===== src/cpf_pkg.sv =====
// Shared types, constants and the control program of the calibrated position filter.
package cpf_pkg;

  // Full scale of the percent value in units of 1/65536 percent.
  localparam logic [22:0] PCT_SCALE = 23'd6553600;

  localparam int REG_IDX_W = 3;
  localparam logic [REG_IDX_W-1:0] REG_RAW_FINE   = 3'd0;
  localparam logic [REG_IDX_W-1:0] REG_RAW_COARSE = 3'd1;
  localparam logic [REG_IDX_W-1:0] REG_STEP_COUNT = 3'd2;
  localparam logic [REG_IDX_W-1:0] REG_REVERSE    = 3'd3;
  localparam logic [REG_IDX_W-1:0] REG_ALPHA      = 3'd4;

  localparam int PC_W = 4;
  localparam logic [PC_W-1:0] PC_IDLE  = 4'd0;
  localparam logic [PC_W-1:0] PC_CHECK = 4'd1;
  localparam logic [PC_W-1:0] PC_TRIV  = 4'd2;
  localparam logic [PC_W-1:0] PC_DIV   = 4'd3;
  localparam logic [PC_W-1:0] PC_REV   = 4'd4;
  localparam logic [PC_W-1:0] PC_MPCT  = 4'd5;
  localparam logic [PC_W-1:0] PC_TGT   = 4'd6;
  localparam logic [PC_W-1:0] PC_STEP  = 4'd7;
  localparam logic [PC_W-1:0] PC_EMA   = 4'd8;
  localparam logic [PC_W-1:0] PC_OUT   = 4'd9;

  typedef enum logic [3:0] {
    OP_NOP,
    OP_LOAD,
    OP_TRIV,
    OP_DIV,
    OP_REV,
    OP_MUL_PCT,
    OP_TGT,
    OP_STEP,
    OP_EMA,
    OP_OUT
  } op_t;

  typedef enum logic [2:0] {
    COND_NEVER,
    COND_NO_IN,
    COND_ERR,
    COND_TRIV,
    COND_DIV_MORE,
    COND_OUT_BUSY
  } cond_t;

  typedef struct packed {
    op_t             op;
    cond_t           cond;
    logic [PC_W-1:0] target;
    logic            last;
  } ctrl_t;

  typedef struct packed {
    logic err;
    logic triv;
    logic div_more;
    logic out_busy;
  } flags_t;

  typedef struct packed {
    logic signed [15:0] raw_fine;
    logic signed [15:0] raw_coarse;
    logic [7:0]         step_count;
    logic               reverse;
    logic [15:0]        alpha;
  } cfg_t;

  // Control store: one word per step. A word jumps to its target when its
  // condition holds, otherwise it falls through (or wraps to idle if last).
  function automatic ctrl_t prog_word(logic [PC_W-1:0] pc);
    ctrl_t w;
    w = '{op: OP_NOP, cond: COND_NEVER, target: PC_IDLE, last: 1'b1};
    unique case (pc)
      PC_IDLE:  w = '{op: OP_LOAD,    cond: COND_NO_IN,    target: PC_IDLE, last: 1'b0};
      PC_CHECK: w = '{op: OP_NOP,     cond: COND_ERR,      target: PC_OUT,  last: 1'b0};
      PC_TRIV:  w = '{op: OP_TRIV,    cond: COND_TRIV,     target: PC_REV,  last: 1'b0};
      PC_DIV:   w = '{op: OP_DIV,     cond: COND_DIV_MORE, target: PC_DIV,  last: 1'b0};
      PC_REV:   w = '{op: OP_REV,     cond: COND_NEVER,    target: PC_IDLE, last: 1'b0};
      PC_MPCT:  w = '{op: OP_MUL_PCT, cond: COND_NEVER,    target: PC_IDLE, last: 1'b0};
      PC_TGT:   w = '{op: OP_TGT,     cond: COND_NEVER,    target: PC_IDLE, last: 1'b0};
      PC_STEP:  w = '{op: OP_STEP,    cond: COND_NEVER,    target: PC_IDLE, last: 1'b0};
      PC_EMA:   w = '{op: OP_EMA,     cond: COND_NEVER,    target: PC_IDLE, last: 1'b0};
      PC_OUT:   w = '{op: OP_OUT,     cond: COND_OUT_BUSY, target: PC_OUT,  last: 1'b1};
      default:  w = '{op: OP_NOP,     cond: COND_NEVER,    target: PC_IDLE, last: 1'b1};
    endcase
    return w;
  endfunction

endpackage


===== src/cpf_seq.sv =====
// Microcode sequencer: step counter, control store lookup and conditional jumps.
module cpf_seq (
  input  logic                clk,
  input  logic                rst_n,
  input  logic                in_valid,
  input  cpf_pkg::flags_t     flags,
  output cpf_pkg::ctrl_t      ctrl,
  output logic                in_stall
);

  logic [cpf_pkg::PC_W-1:0] pc_r;
  logic [cpf_pkg::PC_W-1:0] pc_nxt;
  logic                     take;

  assign ctrl     = cpf_pkg::prog_word(pc_r);
  assign in_stall = (pc_r != cpf_pkg::PC_IDLE);

  always_comb begin
    case (ctrl.cond)
      cpf_pkg::COND_NO_IN:    take = !in_valid;
      cpf_pkg::COND_ERR:      take = flags.err;
      cpf_pkg::COND_TRIV:     take = flags.triv;
      cpf_pkg::COND_DIV_MORE: take = flags.div_more;
      cpf_pkg::COND_OUT_BUSY: take = flags.out_busy;
      default:                take = 1'b0;
    endcase
    if (take) begin
      pc_nxt = ctrl.target;
    end else if (ctrl.last) begin
      pc_nxt = cpf_pkg::PC_IDLE;
    end else begin
      pc_nxt = pc_r + 1'b1;
    end
  end

  always_ff @(posedge clk) begin
    if (!rst_n) begin
      pc_r <= cpf_pkg::PC_IDLE;
    end else begin
      pc_r <= pc_nxt;
    end
  end

endmodule


===== src/cpf_dp.sv =====
// Datapath: divider, shared multiplier, moving average and output register.
module cpf_dp #(
  parameter int FRAC_BITS = 16
) (
  input  logic               clk,
  input  logic               rst_n,
  input  cpf_pkg::ctrl_t     ctrl,
  input  cpf_pkg::cfg_t      cfg,
  input  logic               calib_wr,
  input  logic               in_valid,
  input  logic signed [15:0] in_reading,
  input  logic               out_stall,
  output cpf_pkg::flags_t    flags,
  output logic               out_valid,
  output logic [14:0]        out_filtered_percent,
  output logic [7:0]         out_step_index,
  output logic signed [15:0] out_raw_echo,
  output logic               out_calibration_error
);

  localparam int P_W    = FRAC_BITS + 1;
  localparam int MA_W   = (P_W > 24) ? P_W : 24;
  localparam int PROD_W = MA_W + 23;
  localparam int CNT_W  = $clog2(FRAC_BITS);
  localparam logic [P_W-1:0]    ONE  = P_W'(1) << FRAC_BITS;
  localparam logic [PROD_W-1:0] HALF = PROD_W'(1) << (FRAC_BITS - 1);
  localparam logic [PROD_W-1:0] RND16 = PROD_W'(32768);

  logic [15:0]        last_raw_r, last_raw_nxt;
  logic signed [16:0] num_r, num_nxt;
  logic [15:0]        den_r, den_nxt;
  logic               err_r, err_nxt;
  logic [15:0]        rem_r, rem_nxt;
  logic [P_W-1:0]     p_r, p_nxt;
  logic [CNT_W-1:0]   cnt_r, cnt_nxt;
  logic [PROD_W-1:0]  prod_r, prod_nxt;
  logic [23:0]        target_r, target_nxt;
  logic               dir_r, dir_nxt;
  logic [23:0]        fv_r, fv_nxt;
  logic               seeded_r, seeded_nxt;
  logic [7:0]         cur_step_r, cur_step_nxt;
  logic               out_valid_r, out_valid_nxt;
  logic [14:0]        out_fp_r, out_fp_nxt;
  logic [7:0]         out_step_r, out_step_nxt;
  logic [15:0]        out_raw_r, out_raw_nxt;
  logic               out_err_r, out_err_nxt;

  logic signed [16:0] num_raw, den_raw;
  logic [16:0]        shifted;
  logic               sub_ok;
  logic               num_le0, num_ge;
  logic [MA_W-1:0]    mul_a;
  logic [22:0]        mul_b;
  logic [PROD_W-1:0]  rnd_sum, rnd_shift, ema_sum;
  logic [23:0]        diff, m;
  logic [8:0]         st;
  logic [24:0]        fp_sum;
  logic               busy;

  assign num_le0  = num_r[16] || (num_r == 17'sd0);
  assign num_ge   = !num_r[16] && (num_r[15:0] >= den_r);
  assign busy     = out_valid_r && out_stall;

  assign flags.err      = err_r;
  assign flags.triv     = num_le0 || num_ge;
  assign flags.div_more = (cnt_r != CNT_W'(FRAC_BITS - 1));
  assign flags.out_busy = busy;

  always_comb begin
    num_raw   = 17'({in_reading[15], in_reading} - {cfg.raw_fine[15], cfg.raw_fine});
    den_raw   = 17'({cfg.raw_coarse[15], cfg.raw_coarse} - {cfg.raw_fine[15], cfg.raw_fine});
    shifted   = {rem_r, 1'b0};
    sub_ok    = (shifted >= {1'b0, den_r});
    diff      = (target_r >= fv_r) ? (target_r - fv_r) : (fv_r - target_r);
    rnd_sum   = prod_r + HALF;
    rnd_shift = rnd_sum >> FRAC_BITS;
    ema_sum   = prod_r + RND16;
    m         = ema_sum[39:16];
    st        = rnd_shift[8:0] + 9'd1;
    fp_sum    = {1'b0, fv_r} + 25'd128;

    mul_a = MA_W'(p_r);
    mul_b = cpf_pkg::PCT_SCALE;

    last_raw_nxt  = last_raw_r;
    num_nxt       = num_r;
    den_nxt       = den_r;
    err_nxt       = err_r;
    rem_nxt       = rem_r;
    p_nxt         = p_r;
    cnt_nxt       = cnt_r;
    prod_nxt      = prod_r;
    target_nxt    = target_r;
    dir_nxt       = dir_r;
    fv_nxt        = fv_r;
    seeded_nxt    = seeded_r;
    cur_step_nxt  = cur_step_r;
    out_valid_nxt = out_valid_r && out_stall;
    out_fp_nxt    = out_fp_r;
    out_step_nxt  = out_step_r;
    out_raw_nxt   = out_raw_r;
    out_err_nxt   = out_err_r;

    case (ctrl.op)
      cpf_pkg::OP_LOAD: begin
        if (in_valid) begin
          last_raw_nxt = in_reading;
          err_nxt      = (cfg.raw_fine == cfg.raw_coarse);
          if (den_raw[16]) begin
            num_nxt = -num_raw;
            den_nxt = 16'(-den_raw);
          end else begin
            num_nxt = num_raw;
            den_nxt = den_raw[15:0];
          end
        end
      end
      cpf_pkg::OP_TRIV: begin
        cnt_nxt = '0;
        rem_nxt = num_r[15:0];
        if (num_le0) begin
          p_nxt = '0;
        end else if (num_ge) begin
          p_nxt = ONE;
        end else begin
          p_nxt = '0;
        end
      end
      cpf_pkg::OP_DIV: begin
        rem_nxt = sub_ok ? 16'(shifted - {1'b0, den_r}) : shifted[15:0];
        p_nxt   = {p_r[P_W-2:0], sub_ok};
        cnt_nxt = cnt_r + 1'b1;
      end
      cpf_pkg::OP_REV: begin
        if (cfg.reverse) begin
          p_nxt = ONE - p_r;
        end
      end
      cpf_pkg::OP_MUL_PCT: begin
        prod_nxt = PROD_W'(mul_a * mul_b);
      end
      cpf_pkg::OP_TGT: begin
        target_nxt = rnd_shift[23:0];
        mul_b      = 23'(cfg.step_count - 8'd1);
        prod_nxt   = PROD_W'(mul_a * mul_b);
      end
      cpf_pkg::OP_STEP: begin
        cur_step_nxt = (st > {1'b0, cfg.step_count}) ? cfg.step_count : st[7:0];
        dir_nxt      = (target_r >= fv_r);
        mul_a        = MA_W'(diff);
        mul_b        = 23'(cfg.alpha);
        prod_nxt     = PROD_W'(mul_a * mul_b);
      end
      cpf_pkg::OP_EMA: begin
        seeded_nxt = 1'b1;
        if (!seeded_r) begin
          fv_nxt = target_r;
        end else if (dir_r) begin
          fv_nxt = fv_r + m;
        end else begin
          fv_nxt = fv_r - m;
        end
      end
      cpf_pkg::OP_OUT: begin
        if (!busy) begin
          out_valid_nxt = 1'b1;
          out_fp_nxt    = fp_sum[22:8];
          out_step_nxt  = cur_step_r;
          out_raw_nxt   = last_raw_r;
          out_err_nxt   = err_r;
        end
      end
      default: begin
      end
    endcase

    if (calib_wr) begin
      seeded_nxt = 1'b0;
    end
  end

  always_ff @(posedge clk) begin
    if (!rst_n) begin
      last_raw_r  <= '0;
      fv_r        <= '0;
      seeded_r    <= 1'b0;
      cur_step_r  <= 8'd1;
      out_valid_r <= 1'b0;
    end else begin
      last_raw_r  <= last_raw_nxt;
      fv_r        <= fv_nxt;
      seeded_r    <= seeded_nxt;
      cur_step_r  <= cur_step_nxt;
      out_valid_r <= out_valid_nxt;
    end
    num_r     <= num_nxt;
    den_r     <= den_nxt;
    err_r     <= err_nxt;
    rem_r     <= rem_nxt;
    p_r       <= p_nxt;
    cnt_r     <= cnt_nxt;
    prod_r    <= prod_nxt;
    target_r  <= target_nxt;
    dir_r     <= dir_nxt;
    out_fp_r  <= out_fp_nxt;
    out_step_r <= out_step_nxt;
    out_raw_r <= out_raw_nxt;
    out_err_r <= out_err_nxt;
  end

  assign out_valid             = out_valid_r;
  assign out_filtered_percent  = out_fp_r;
  assign out_step_index        = out_step_r;
  assign out_raw_echo          = out_raw_r;
  assign out_calibration_error = out_err_r;

endmodule


===== src/calibrated_position_filter.sv =====
// Top level of the calibrated position filter: configuration registers and unit wiring.
//
// The block turns one signed ADC reading per input transaction into one result
// transaction: the smoothed position in 1/256 percent, a rounded step index, an
// echo of the reading and a flag that is set when both calibration points match.
// The input channel takes a transaction only while the sequencer sits in its idle
// step, so in_stall is high from the cycle after acceptance until the result has
// been loaded into the output register. A reading strictly between the two
// calibration points passes through the restoring divider, which retires one
// quotient bit per cycle; readings at or beyond a point skip the divider, and a
// calibration error goes straight to the output step. The next item can be
// accepted in the cycle after the result register is loaded, so the block takes
// no new reading before it is through with the last one.
// The output register holds a result while out_stall is high; the sequencer then
// waits in its output step and does not accept new input until it can unload.
// The configuration channel is always ready and should be written only while the
// block is idle. Writing a calibration register, the step count or the direction
// reseeds the moving average with the next sample; writing alpha does not.
// Synchronous reset restores the default calibration, clears the average and
// sets the step to one; no clearing pass is needed.
module calibrated_position_filter #(
  parameter int MIN_STEPS = 1,
  parameter int MAX_STEPS = 255,
  parameter int FRAC_BITS = 16
) (
  input  logic                            clk,
  input  logic                            rst_n,
  input  logic                            in_valid,
  output logic                            in_stall,
  input  logic signed [15:0]              in_reading,
  output logic                            out_valid,
  input  logic                            out_stall,
  output logic [14:0]                     out_filtered_percent,
  output logic [7:0]                      out_step_index,
  output logic signed [15:0]              out_raw_echo,
  output logic                            out_calibration_error,
  input  logic                            cfg_valid,
  output logic                            cfg_ready,
  input  logic [cpf_pkg::REG_IDX_W-1:0]   cfg_index,
  input  logic [15:0]                     cfg_data
);

  cpf_pkg::cfg_t   cfg_r;
  cpf_pkg::cfg_t   cfg_nxt;
  logic            calib_wr;
  logic            cfg_wr;
  logic [7:0]      steps_in;
  cpf_pkg::ctrl_t  ctrl;
  cpf_pkg::flags_t flags;

  // Configuration is never back-pressured.
  assign cfg_ready = 1'b1;
  assign cfg_wr    = cfg_valid && cfg_ready;
  assign steps_in  = cfg_data[7:0];

  // Every register except alpha counts as a calibration write and drops the seed.
  always_comb begin
    cfg_nxt  = cfg_r;
    calib_wr = 1'b0;
    if (cfg_wr) begin
      case (cfg_index)
        cpf_pkg::REG_RAW_FINE: begin
          cfg_nxt.raw_fine = cfg_data;
          calib_wr         = 1'b1;
        end
        cpf_pkg::REG_RAW_COARSE: begin
          cfg_nxt.raw_coarse = cfg_data;
          calib_wr           = 1'b1;
        end
        cpf_pkg::REG_STEP_COUNT: begin
          // The step count is saturated to the supported range as it is written.
          if (steps_in < 8'(MIN_STEPS)) begin
            cfg_nxt.step_count = 8'(MIN_STEPS);
          end else if (steps_in > 8'(MAX_STEPS)) begin
            cfg_nxt.step_count = 8'(MAX_STEPS);
          end else begin
            cfg_nxt.step_count = steps_in;
          end
          calib_wr = 1'b1;
        end
        cpf_pkg::REG_REVERSE: begin
          cfg_nxt.reverse = cfg_data[0];
          calib_wr        = 1'b1;
        end
        cpf_pkg::REG_ALPHA: begin
          cfg_nxt.alpha = cfg_data;
        end
        default: begin
        end
      endcase
    end
  end

  always_ff @(posedge clk) begin
    if (!rst_n) begin
      cfg_r.raw_fine   <= 16'sd0;
      cfg_r.raw_coarse <= 16'sd32767;
      cfg_r.step_count <= 8'd100;
      cfg_r.reverse    <= 1'b0;
      cfg_r.alpha      <= 16'd6554;
    end else begin
      cfg_r <= cfg_nxt;
    end
  end

  // The sequencer walks the control store; the datapath executes each word.
  cpf_seq u_seq (
    .clk      (clk),
    .rst_n    (rst_n),
    .in_valid (in_valid),
    .flags    (flags),
    .ctrl     (ctrl),
    .in_stall (in_stall)
  );

  cpf_dp #(
    .FRAC_BITS (FRAC_BITS)
  ) u_dp (
    .clk                   (clk),
    .rst_n                 (rst_n),
    .ctrl                  (ctrl),
    .cfg                   (cfg_r),
    .calib_wr              (calib_wr),
    .in_valid              (in_valid),
    .in_reading            (in_reading),
    .out_stall             (out_stall),
    .flags                 (flags),
    .out_valid             (out_valid),
    .out_filtered_percent  (out_filtered_percent),
    .out_step_index        (out_step_index),
    .out_raw_echo          (out_raw_echo),
    .out_calibration_error (out_calibration_error)
  );

endmodule


===== config.mk =====
export PLATFORM = sky130hd
export DESIGN_NAME = calibrated_position_filter
export DESIGN_NICKNAME = d
export VERILOG_FILES = /design/src/cpf_pkg.sv /design/src/cpf_seq.sv /design/src/cpf_dp.sv /design/src/calibrated_position_filter.sv
export SDC_FILE = /design/constraint.sdc
export NUM_CORES = 2
export LEC_CHECK = 0
export ABC_CLOCK_PERIOD_IN_PS = 10360
export BUFFER_PORTS_ARGS = -buffer_cell sky130_fd_sc_hd__buf_4
export CAP_MARGIN = 20
export CORE_MARGIN = 2
export CORE_UTILIZATION = 55
export DETAILED_ROUTE_END_ITERATION = 7
export GPL_TIMING_DRIVEN = 0
export PLACE_DENSITY = 0.83
export SLEW_MARGIN = 15
export SYNTH_ARGS = -nofsm -noshare
export SYNTH_HDL_FRONTEND = slang
export SYNTH_SLANG_ARGS = --single-unit

===== constraint.sdc =====
create_clock -name clk -period 10.36 [get_ports clk]
set_input_delay 2.072 -clock clk [delete_from_list [all_inputs] [get_ports clk]]
set_output_delay 2.072 -clock clk [all_outputs]
set_load 0.03 [all_outputs]

==> flow_summary.json <==
{
  "status": "completed",
  "worst-path-buf-inv": 7,
  "drtAntennaViolNets": 0,
  "root_buffer": "clkbuf_16",
  "final_nets": 5913,
  "die_y_um": 280.2,
  "grt_pass1_wl_mm": 191.6,
  "tightest_slew_ns": 1.162,
  "drive_gt1_frac": 0.07293,
  "cts.sinks": 284,
  "drt-total-wl_mm": 123.0,
  "path_clk_slew_ns": 0.07,
  "rows": 101,
  "antenna_found_initial": 3,
  "path_class": "reg2reg",
  "coreArea_um2": 75700,
  "grt_setup_unrepaired": "true",
  "synth_cell_types": 92,
  "min_path_type": "reg2reg",
  "vias": 34894,
  "relSlewSlack": 0.2197,
  "crit_family": "adder cells",
  "critPathMaxStageDelay_ns": 0.62,
  "gp_congestion": 1.013,
  "yosysTopAreaCell": "fa_1",
  "cap_violations": 0,
  "worstPathMaxFanout": 7,
  "areaGrowthSynthToFinish_pct": 9.674,
  "io_pins": 83,
  "synth.cell_area_um2": 41960,
  "start_util": 0.5543,
  "overflow": 0,
  "viasPerCell": 5.926,
  "ys_async_sr_fraction": 0,
  "clock_latency_ns": 0.64,
  "synth_edf_count": 161,
  "ys_seq_elements": 284,
  "cts_max_path_buffers": 3,
  "cp.arrival_ns": 10.61,
  "final_common_cell": "inv_1",
  "yosys_warnings": 0,
  "finalSetupViolCount": 0,
  "end_kind": "register",
  "min_period_over_period": 0.9907,
  "synth.yosys.seq_area_share": 0.1739,
  "final_cell_mix": "inv_1, nand2_1, fa_1, ha_1, nor2_1",
  "grt_max_degree": 30,
  "first_iter_violations": 3746,
  "dieArea_um2": 78510,
  "grt_pass1_vias": 34702,
  "grt_util_all_layers": 0.3131,
  "crit_top_cell": "fa_1",
  "post-synth-top-area-fraction": 0.2572,
  "postCtsHoldBufs": 0,
  "wl_per_cell_um": 20.89,
  "cts_buffers": 31,
  "finalHoldViolCount": 0,
  "synth-main-ff-cell": "edfxtp_1",
  "drv_slew": 0,
  "cts_max_level": 1,
  "syn_nets": 5757,
  "syn_avg_cell_area_um2": 8.875,
  "min_period_ns": 10.26,
  "yosys-top-cells-area": "fa_1, ha_1, edfxtp_1",
  "firstDrtPassIters": 6,
  "start_kind": "register",
  "finClkSkew_ns": 0.03956,
  "place_hpwl_mm": 99.20,
  "cp_slowest_cell": "fa_2",
  "port_buffers": 80,
  "synthCells": 4728,
  "finalSetupTns_ns": 0,
  "tritoncts": "done",
  "clock.fmax_mhz": 97.43,
  "required_ns": 10.70,
  "route.detailed.drc": 0,
  "fp.dieW_um": 280.2
}
-- layer usage --
metal	up-vias	GRT usage	share of wire
met3	426	0.06520	0.10
met5	-	0	0.00033
li1	15689	-	-
met2	1850	0.4844	0.44
met1	16923	0.4169	0.39
met4	6	0.1584	0.061
-- Yosys cell counts, types with 12 or more instances --
| cell | count |
|---|---|
| inv_1 | 810 |
| and3b_1 | 12 |
| nor3b_1 | 13 |
| nand2_1 | 625 |
| nand3b_1 | 14 |
| o21a_1 | 25 |
| mux2_2 | 13 |
| buf_2 | 14 |
| buf_1 | 12 |
| nand4_1 | 29 |
| nor2_1 | 194 |
| nor3_1 | 66 |
| dfxtp_1 | 123 |
| nand3_1 | 87 |
| o31ai_1 | 18 |
| fa_1 | 539 |
| and3_1 | 27 |
| a21o_1 | 78 |
| or3_1 | 12 |
| edfxtp_1 | 161 |
| o211a_1 | 13 |
| a31oi_1 | 34 |
| xnor2_1 | 164 |
| a21boi_0 | 54 |
| nor2b_1 | 45 |
| clkbuf_1 | 148 |
| ha_1 | 450 |
| xor2_1 | 82 |
| o211ai_1 | 41 |
| a211oi_1 | 30 |
| nand2b_1 | 37 |
| mux2i_1 | 40 |
| nor4_1 | 18 |
| o22ai_1 | 22 |
| a21oi_1 | 194 |
| and2_1 | 185 |
| o21bai_1 | 23 |
| o21ai_0 | 124 |
-- worst paths after layout --
kind / startpoint / slack, ns / endpoint / depth (start not counted)
max reg2reg: u_dp.fv_r[11]$_SDFFE_PN0N_ / 0.1 / u_dp.prod_r[19]$_DFFE_PP_ / 37
min: u_dp.last_raw_r[6]$_SDFFE_PN0P_ / 0.43 / u_dp.out_raw_echo[6]$_DFFE_PP_ / 0
min reg2reg: u_dp.last_raw_r[6]$_SDFFE_PN0P_ / 0.43 / u_dp.out_raw_echo[6]$_DFFE_PP_ / 0
max: u_dp.fv_r[11]$_SDFFE_PN0N_ / 0.1 / u_dp.prod_r[19]$_DFFE_PP_ / 37
-- sequential cells by signal, summed over array words and instances, names as in the netlist --
signal                      flops
u_dp.p_r                       17
u_dp.out_raw_echo              16
u_dp.dir_r                      1
u_dp.out_calibration_error      1
u_dp.num_r                     17
u_dp.target_r                  24
u_dp.out_valid                  1
u_dp.prod_r                    25
u_seq.pc_r                      4
u_dp.cnt_r                      4
u_dp.den_r                     16
u_dp.out_filtered_percent      15
u_seq.ctrl                     12
u_dp.rem_r                     16
u_dp.seeded_r                   1
u_dp.fv_r                      24
u_dp.last_raw_r                16
u_dp.cur_step_r                 8
u_dp.out_step_index             8
cfg_r                          57
u_dp.err_r                      1
-- cells by family after synthesis --
logic type	synth area share
multiplexers	0.01527
flip-flops	0.1739
AO/OA/AOI/OAI	0.1182
buffers and inverters	0.09008
XOR/XNOR	0.05174
adder cells (fa/ha/maj)	0.3914
AND/OR/NAND/NOR	0.1593
other	0.00008937
-- area by class of cell --
type	instances	area (um^2)
timing repair buffer	130	1059
buffer	174	780.7
clock buffer	42	899.6
tap	978	1224
inverter	813	3054
sequential	284	7325
multi-input combinational	3450	31550
clock inverter	16	121.4
fill	6257	29680
antenna	1	2.502
-- per-stage QoR --
stage               hold slack, ns    util  cell area (um^2)  setup slack, ns  instances
floorplan                   0.4030       -             41960           0.4873       4728
global placement            0.4115  0.5784             43780           -1.560       5786
detailed placement          0.4118  0.5809             43970           -1.611       5795
CTS                         0.4325  0.6010             45500         0.005394       5869
global route                0.4355  0.6079             46020          -0.1060       5887
finish                      0.4271  0.6079             46020          0.09611       5888
-- timing repair --
action | 4_1_cts | 5_1_grt
resized for setup | 77 | 98
buffers inserted | 21 | 18
pin swaps | 15 | 38
setup endpoints to repair | 25 | 20
Power is left out: the tool's default activity adds up to more than one toggle a clock period on the data nets, which glitch-free logic cannot reach.
